## config.mk

```make
export PLATFORM = sky130hd
export DESIGN_NAME = stwa_ctrl
export DESIGN_NICKNAME = d
export VERILOG_FILES = /design/src/rtl/stwa_pkg.sv /design/src/rtl/stwa_ctrl.sv
export SDC_FILE = /design/constraint.sdc
export NUM_CORES = 1
export LEC_CHECK = 0
export BUFFER_PORTS_ARGS = -buffer_cell sky130_fd_sc_hd__clkbuf_2
export CORE_MARGIN = 4
export CORE_UTILIZATION = 25
export CTS_BUF_LIST = sky130_fd_sc_hd__clkbuf_2
export DETAILED_ROUTE_END_ITERATION = 10
export SLEW_MARGIN = 40
export SYNTH_ARGS = -nofsm -noshare
export SYNTH_HDL_FRONTEND = slang
export SYNTH_SLANG_ARGS = --single-unit
```

## constraint.sdc

```tcl
create_clock -name clk -period 1.6 [get_ports clk]
set_input_delay 0.24 -clock clk [delete_from_list [all_inputs] [get_ports clk]]
set_output_delay 0.24 -clock clk [all_outputs]
set_load 0.03 [all_outputs]
```

## src/rtl/stwa_pkg.sv

```systemverilog
package stwa_pkg;

    localparam int WL_W      = 16;              // wavelength, Q12.4
    localparam int PART_W    = 24;              // refractive part, Q8.16
    localparam int CFG_W     = 8;               // entry_count register
    localparam int INIDX_W   = 7;               // entry_index field
    localparam int POS_W     = WL_W + 2;        // signed clip positions
    localparam int TERM_W    = WL_W + 1;        // 2b-ca-cb and ca+cb-2a
    localparam int SPAN_W    = WL_W + 1;        // 2(b-a)
    localparam int DIFF_W    = 5;               // cb-ca, at most 16
    localparam int PROD_W    = PART_W + TERM_W;
    localparam int NUM_W     = 48;
    localparam int SUM_W     = 40;
    localparam int ENT_W     = WL_W + 2 * PART_W;
    localparam int DIV_STEPS = NUM_W;
    localparam int DIV_CNT_W = 6;
    localparam int HALF_WIN  = 8;               // 0.5 nm in Q12.4
    localparam int AVG_LSB   = 4;               // divide by window width 16

    localparam logic FUNC_LOAD  = 1'b0;
    localparam logic FUNC_QUERY = 1'b1;

    localparam logic [2:0] REG_ENTRY_COUNT = 3'd0;
    localparam logic [CFG_W-1:0] ENTRY_COUNT_RESET = 8'd2;

    typedef enum logic [3:0] {
        ST_IDLE,
        ST_RD_ENDS,
        ST_CLIP,
        ST_SEG_RD,
        ST_SEG_CHK,
        ST_MUL2,
        ST_DIV,
        ST_ACC,
        ST_DONE
    } state_t;

    typedef struct packed {
        logic load_we;
        logic query_ld;
        logic rd_first;
        logic clip_ld;
        logic seg_clr;
        logic seg_inc;
        logic mul1_ld;
        logic mul2_ld;
        logic div_step;
        logic acc_clr;
        logic acc_ld;
        logic hit_ld;
        logic out_ld;
    } cmd_t;

    typedef struct packed {
        logic empty;
        logic skip;
        logic seg_last;
        logic div_last;
        logic out_full;
    } sts_t;

endpackage

```

## src/rtl/stwa_ctrl.sv

```systemverilog
module stwa_ctrl
(
    input  logic            clk,
    input  logic            rst_n,
    input  logic            item_valid,
    input  logic            func,
    output logic            item_stall,
    input  stwa_pkg::sts_t  sts,
    output stwa_pkg::cmd_t  cmd
);

    stwa_pkg::state_t state_reg;
    stwa_pkg::state_t state_next;

    always_ff @(posedge clk or negedge rst_n)
    begin
        if (!rst_n)
        begin
            state_reg <= stwa_pkg::ST_IDLE;
        end
        else
        begin
            state_reg <= state_next;
        end
    end

    always_comb
    begin
        state_next = state_reg;
        cmd        = '0;
        item_stall = 1'b1;
        unique case (state_reg)
            stwa_pkg::ST_IDLE:
            begin
                item_stall = 1'b0;
                if (item_valid)
                begin
                    if (func == stwa_pkg::FUNC_QUERY)
                    begin
                        cmd.query_ld = 1'b1;
                        state_next   = stwa_pkg::ST_RD_ENDS;
                    end
                    else
                    begin
                        cmd.load_we = 1'b1;
                    end
                end
            end
            stwa_pkg::ST_RD_ENDS:
            begin
                cmd.rd_first = 1'b1;
                state_next   = stwa_pkg::ST_CLIP;
            end
            stwa_pkg::ST_CLIP:
            begin
                cmd.clip_ld = 1'b1;
                cmd.acc_clr = 1'b1;
                cmd.hit_ld  = 1'b1;
                cmd.seg_clr = 1'b1;
                state_next  = sts.empty ? stwa_pkg::ST_DONE : stwa_pkg::ST_SEG_RD;
            end
            stwa_pkg::ST_SEG_RD:
            begin
                state_next = stwa_pkg::ST_SEG_CHK;
            end
            stwa_pkg::ST_SEG_CHK:
            begin
                if (sts.skip)
                begin
                    if (sts.seg_last)
                    begin
                        state_next = stwa_pkg::ST_DONE;
                    end
                    else
                    begin
                        cmd.seg_inc = 1'b1;
                        state_next  = stwa_pkg::ST_SEG_RD;
                    end
                end
                else
                begin
                    cmd.mul1_ld = 1'b1;
                    state_next  = stwa_pkg::ST_MUL2;
                end
            end
            stwa_pkg::ST_MUL2:
            begin
                cmd.mul2_ld = 1'b1;
                state_next  = stwa_pkg::ST_DIV;
            end
            stwa_pkg::ST_DIV:
            begin
                cmd.div_step = 1'b1;
                if (sts.div_last)
                begin
                    state_next = stwa_pkg::ST_ACC;
                end
            end
            stwa_pkg::ST_ACC:
            begin
                cmd.acc_ld = 1'b1;
                if (sts.seg_last)
                begin
                    state_next = stwa_pkg::ST_DONE;
                end
                else
                begin
                    cmd.seg_inc = 1'b1;
                    state_next  = stwa_pkg::ST_SEG_RD;
                end
            end
            stwa_pkg::ST_DONE:
            begin
                if (!sts.out_full)
                begin
                    cmd.out_ld = 1'b1;
                    state_next = stwa_pkg::ST_IDLE;
                end
            end
            default:
            begin
                state_next = stwa_pkg::ST_IDLE;
            end
        endcase
    end

    a_out_ld_free: assert property (@(posedge clk) disable iff (!rst_n)
        cmd.out_ld |-> !sts.out_full)
        else $error("result register overwritten while stalled");

    a_div_to_acc: assert property (@(posedge clk) disable iff (!rst_n)
        (state_reg == stwa_pkg::ST_DIV && sts.div_last) |=> state_reg == stwa_pkg::ST_ACC)
        else $error("divider finish not followed by accumulate");

    a_busy_stall: assert property (@(posedge clk) disable iff (!rst_n)
        (state_reg == stwa_pkg::ST_IDLE && item_valid && func == stwa_pkg::FUNC_QUERY)
        |=> item_stall)
        else $error("query accepted without entering busy state");

endmodule

```

==> results of run 1 <==
## Yosys cell counts, drive strengths merged, types with 2 or more instances
cell / n / area, um^2
a211o: 2 / 17.5
buf: 6 / 42.5
nand2b: 3 / 18.8
nor3: 4 / 20.0
inv: 3 / 11.3
nand3b: 2 / 15.0
nand2: 4 / 15.0
dfrtp: 4 / 100
nor2: 5 / 18.8
## power groups by stage
stage | clock (uW) | combinational (uW) | sequential [uW]
6_report | 94.6 | 1500 | 202
5_1_grt | 114 | 1580 | 210
4_1_cts | 99.4 | 1300 | 193
3_5_place_dp | 0 | 1050 | 195
3_3_place_gp | 0 | 1050 | 192
2_1_floorplan | 0 | 748 | 176
## cell families (layout without fill, tap and decap cells)
family | count (synthesis) | after routing | synth area share
buffers and inverters | 10 | 44 | 0.142
DFF | 4 | 4 | 0.246
and+or+nand+nor | 27 | 27 | 0.378
AOI/OAI and AO/OA | 11 | 11 | 0.234
## through the flow
stage	hold WS (ns)	total power, uW
floorplan	-0.0556	925
global placement	0.0488	1240
detailed placement	0.0493	1250
CTS	0.334	1590
global route	0.352	1910
finish	0.350	1790
## routing by layer
| metal | wire length (um) | vias to the layer above | global-route usage |
|---|---|---|---|
| li1 | - | 251 | - |
| met1 | 571 | 251 | 0.145 |
| met2 | 813 | 20 | 0.183 |
| met3 | 81 | 4 | 0.0368 |
| met4 | 26 | 0 | 0.106 |
| met5 | 0 | - | 0 |
## worst min-delay path: stages
cell	delay, ns
clkbuf_2	0.10
nand3b_1	0.08
o32ai_1	0.09
## final timing paths
path	start	end	slack [ns]	cells after the start
max in group asynchronous	rst_n	state_reg[1]	1.12	2
min	sts[2]	state_reg[3]	0.35	3
max reg2reg	state_reg[0]	state_reg[1]	0.04	7
min in group asynchronous	rst_n	state_reg[2]	0.36	2
min reg2reg	state_reg[3]	state_reg[0]	0.67	2
max	state_reg[0]	cmd[7]	-0.17	4
## cell type report
class                           instances  area share
Clock buffer                            3      0.0180
Multi-Input combinational cell         38       0.419
Inverter                                3      0.0135
Timing Repair Buffer                   38       0.406
Tap cell                               16      0.0240
Sequential cell                         4       0.120
## repair_timing
item                       in CTS  in global routing
gates resized for setup        26                 28
setup buffers                   5                  0
hold buffers                    1                  0
hold endpoints to repair        4                  0
pin swaps                       3                  4
setup endpoints to repair      13                 14
==> impl_metrics.yaml, run 1 <==
layout:
  fillCellCount: 128
  nNetsFinal: 97
  fin_util: 0.548
  design_area_um2: 836
  multiInputGateArea_um2: 350
  most-common-layout-cells: "buf_4 (14), clkbuf_2 (11), buf_6 (7)"
  n_antenna_cell: 0
  final_common_cell: "buf_4"
  final_layout_size_suffix_gt1_frac: 0.651
  largest_reg_flops: 4
  stdcell_count: 102
  syn_to_final_growth_pct: 106
  ff_latch_area_um2: 100
sta:
  min_period_ns: 1.77
  hold_violations: 0
  drv_slew: 0
  tightest_slew_ns: 0.354
  setup_ws_ns: -0.165
  post-route-period-util: 1.10
  fin_setup_tns_ns: -1.05
  rsz0062_at_grt: "true"
  skew_ns: 0.00478
  fmax_mhz: 567
  setup_viol: 12
  worst_slew_margin_rel: 0.762
synthesis:
  avgSynthCellArea_um2: 7.82
  async_flop_share: 1.00
  synthesis.area_um2: 407
  ys.warnings.count: 0
  yosys_register_bits: 4
  syn_nets: 61
  synth_flop_cell: "dfrtp_1"
  postSynthCellCount: 52
  ys_seq_area_frac: 0.246
  yosysUniqueCellTypes: 31
  synth_edf_count: 0
run:
  maxCapViolCount: 0
place:
  io_buffers: 22
  dpl_worst_slack_ns: -0.0176
  placed_cell_area_um2: 598
  dpl.hpwl_um: 1000
  dp_cells: 94
  place.gp.congestion: 0.771
worst_setup_path:
  critical_path.slowest_cell: "dfrtp_1"
  worstSetupStartpointType: "register"
  crit_chain: "or3b_1 > a211o_1 > inv_2 > buf_8"
  critPathCaptureType: "output port"
  timing.critical_path.buf_inv: 2
  crit_fanout: 5
  critical_path.top_delay_family: "flip-flops"
  critPathMaxStageDelay_ns: 0.42
  criticalPathCategory: "register to output port"
  cp.arrival_ns: 1.53
  required_ns: 1.36
floorplan:
  die_area_um2: 2340
  die_h_um: 48.3
  die_w_um: 48.3
  num_io_pins: 23
  core_area_um2: 1520
  rows: 14
  start_util: 0.267
grt:
  overflow: 0
  grt_pass1_wl_um: 2250
  grt_pass1_vias: 504
  grt_max_degree: 12
  grt_usage: 0.124
  antenna_found_initial: 0
detailed_routing:
  dr.pass1.iters: 4
  avgViaCountPerCell: 5.16
  route.vias.total: 526
  drt_iter0_drc: 15
  routed_wl_um: 1490
  drc_errors: 0
  ant_nets: 0
  wire_per_inst_um: 14.6
pwr:
  netSwitchingFraction: 0.483
  p_int_uw: 928
  comb_power_share: 0.835
  clkPwrFrac: 0.053
  p_seq_frac: 0.112
  power.switching_uw: 866
  powerDensity_nw_per_um2: 2150
  p_leak_uw: 0.000368
  max-vdd-ir-drop_uv: 1060
clock_tree:
  cts_buffer_depth: 2
  root_buffer: "clkbuf_2"
  h-tree-depth: 1
  cts_tree: "done"
  cts_buffers: 3
  cts_sinks: 4
  path_clk_slew_ns: 0.05
  insertion_delay_ns: 0.22
worst_hold_path:
  holdCritPathClass: "input pin to register"
outcome:
  run_status: "finished, violations left"
  violations: "negative setup slack"
No activity file was read; power rests on OpenSTA's default activity.
==> run 2, diff against run 1 <==
Settings changed: CTS_BUF_LIST sky130_fd_sc_hd__clkbuf_2 to sky130_fd_sc_hd__clkbuf_2 sky130_fd_sc_hd__clkbuf_4 sky130_fd_sc_hd__clkbuf_8.
Clock period 1.6 ns to 2.2 ns, I/O delays scaled along.
==> impl_metrics.yaml, run 2 (synthesis results as in run 1) <==
place:
  place.gp.congestion: 0.776
  placed_cell_area_um2: 498
  io_buffers: 22
  dpl.hpwl_um: 831
worst_setup_path:
  critPathMaxStageDelay_ns: 0.48
  required_ns: 1.87
  cp.arrival_ns: 1.69
  crit_chain: "or3b_1 > a211o_1 > inv_1 > clkbuf_2"
  crit_fanout: 12
  critical_path.top_delay_family: "flip-flops"
  worstSetupStartpointType: "register"
  critPathCaptureType: "output port"
  critical_path.slowest_cell: "dfrtp_1"
  r2r_cells: 3
  rr_endpoint: "state_reg[0]"
  worstReg2RegStart: "state_reg[2]"
  timing.critical_path.buf_inv: 2
  reg2reg_setup_slack_ns: 0.57
  criticalPathCategory: "register to output port"
grt:
  grt_max_degree: 15
  grt_usage: 0.100
  overflow: 0
  grt_pass1_vias: 434
  grt_pass1_wl_um: 1890
  antenna_found_initial: 0
worst_hold_path:
  hold_path_end: "state_reg[3]"
  min-delay-start: "sts[2]"
  worstHoldPathCells: 3
  holdCritPathClass: "input pin to register"
sta:
  skew_ns: 0.00164
  post-route-period-util: 0.919
  rsz0062_at_grt: "false"
  tightest_slew_ns: 0.459
  drv_slew: 0
  min_period_ns: 2.02
  fin_setup_tns_ns: 0
  fmax_mhz: 495
  hold_violations: 0
  setup_viol: 0
  worst_slew_margin_rel: 0.691
pwr:
  max-vdd-ir-drop_uv: 601
  p_leak_uw: 0.000255
  clkPwrFrac: 0.110
  powerDensity_nw_per_um2: 1560
  power.switching_uw: 458
  comb_power_share: 0.655
  netSwitchingFraction: 0.552
  p_int_uw: 372
  p_seq_frac: 0.235
outcome:
  run_status: "finished clean"
clock_tree:
  insertion_delay_ns: 0.24
  h-tree-depth: 1
  root_buffer: "clkbuf_4"
  cts_sinks: 4
  path_clk_slew_ns: 0.04
  cts_tree: "done"
  cts_buffers: 3
  cts_resized: 0
  post_cts_buffers: 0
  cts_buffer_depth: 2
  postCtsHoldBufs: 1
layout:
  final_common_cell: "clkbuf_2"
  fillCellCount: 170
  nNetsFinal: 83
  n_antenna_cell: 0
  syn_to_final_growth_pct: 30.5
  design_area_um2: 531
  most-common-layout-cells: "clkbuf_2 (22), nor2_1 (5), nor3_1 (4), nand2_1 (4), dfrtp_1 (4)"
  largest_reg_flops: 4
  final_layout_size_suffix_gt1_frac: 0.403
detailed_routing:
  routed_wl_um: 1040
  wire_per_inst_um: 11.9
  avgViaCountPerCell: 5.03
  ant_nets: 0
  route.vias.total: 443
  drc_errors: 0
  dr.pass1.iters: 3
  drt_iter0_drc: 1
floorplan:
  die_w_um: 48.3
  num_io_pins: 23
  die_area_um2: 2340
  rows: 14
  start_util: 0.267
  die_h_um: 48.3
  core_area_um2: 1520
run:
  maxCapViolCount: 0
==> run 2: area by class of cell <==
type                    instances  area, um^2  area share
inverters                       3        11.3      0.0212
multi-input cells              38         249       0.469
repair buffers                 24         128       0.241
well taps                      16        20.0      0.0377
clock buffers                   3        22.5      0.0425
flip-flops and latches          4         100       0.189
==> run 2: worst reg2reg max path: cells and delay by family (launching register included) <==
kind / cells / cell delay [ns]
flip-flops: 1 / 0.60
AO/OA/AOI/OAI: 2 / 0.73
AND/OR/NAND/NOR: 1 / 0.17
==> run 2: worst max path at each step <==
| stage | to | start | slack, ns | depth (start not counted) |
|---|---|---|---|---|
| 3_3_place_gp | cmd[7] | state_reg[0] | 0.45 | 4 |
| 6_report | cmd[7] | state_reg[1] | 0.18 | 4 |
| 4_1_cts | cmd[7] | state_reg[0] | 0.16 | 4 |
| 5_1_grt | cmd[12] | state_reg[1] | 0.07 | 4 |
| 3_5_place_dp | cmd[7] | state_reg[0] | 0.42 | 4 |
| 2_1_floorplan | cmd[3] | state_reg[0] | 0.1 | 4 |
==> run 2: metrics by stage <==
step	setup slack (ns)	instances	power (uW)	util	hold WS, ns
after floorplan	0.0978	52	645	-	0.0344
after global placement	0.448	84	739	0.327	0.141
after detailed placement	0.424	84	737	0.327	0.140
after CTS	0.163	88	838	0.348	0.406
after global routing	0.0694	88	913	0.348	0.418
final	0.179	88	830	0.348	0.413
==> run 2: power by group through the flow <==
stage / clock network, uW / registers (uW) / logic (uW)
floorplan: 0 / 128 / 517
global placement: 0 / 193 / 546
detailed placement: 0 / 192 / 545
CTS: 97.0 / 191 / 550
global route: 107 / 207 / 599
finish: 91.3 / 195 / 543
==> run 2: routing by layer <==
| metal | GRT usage | up-vias | wire length, um |
|---|---|---|---|
| li1 | - | 226 | - |
| met2 | 0.128 | 16 | 489 |
| met3 | 0.0521 | 2 | 97 |
| met1 | 0.125 | 199 | 447 |
| met5 | 0 | - | 0 |
| met4 | 0.0737 | 0 | 8 |
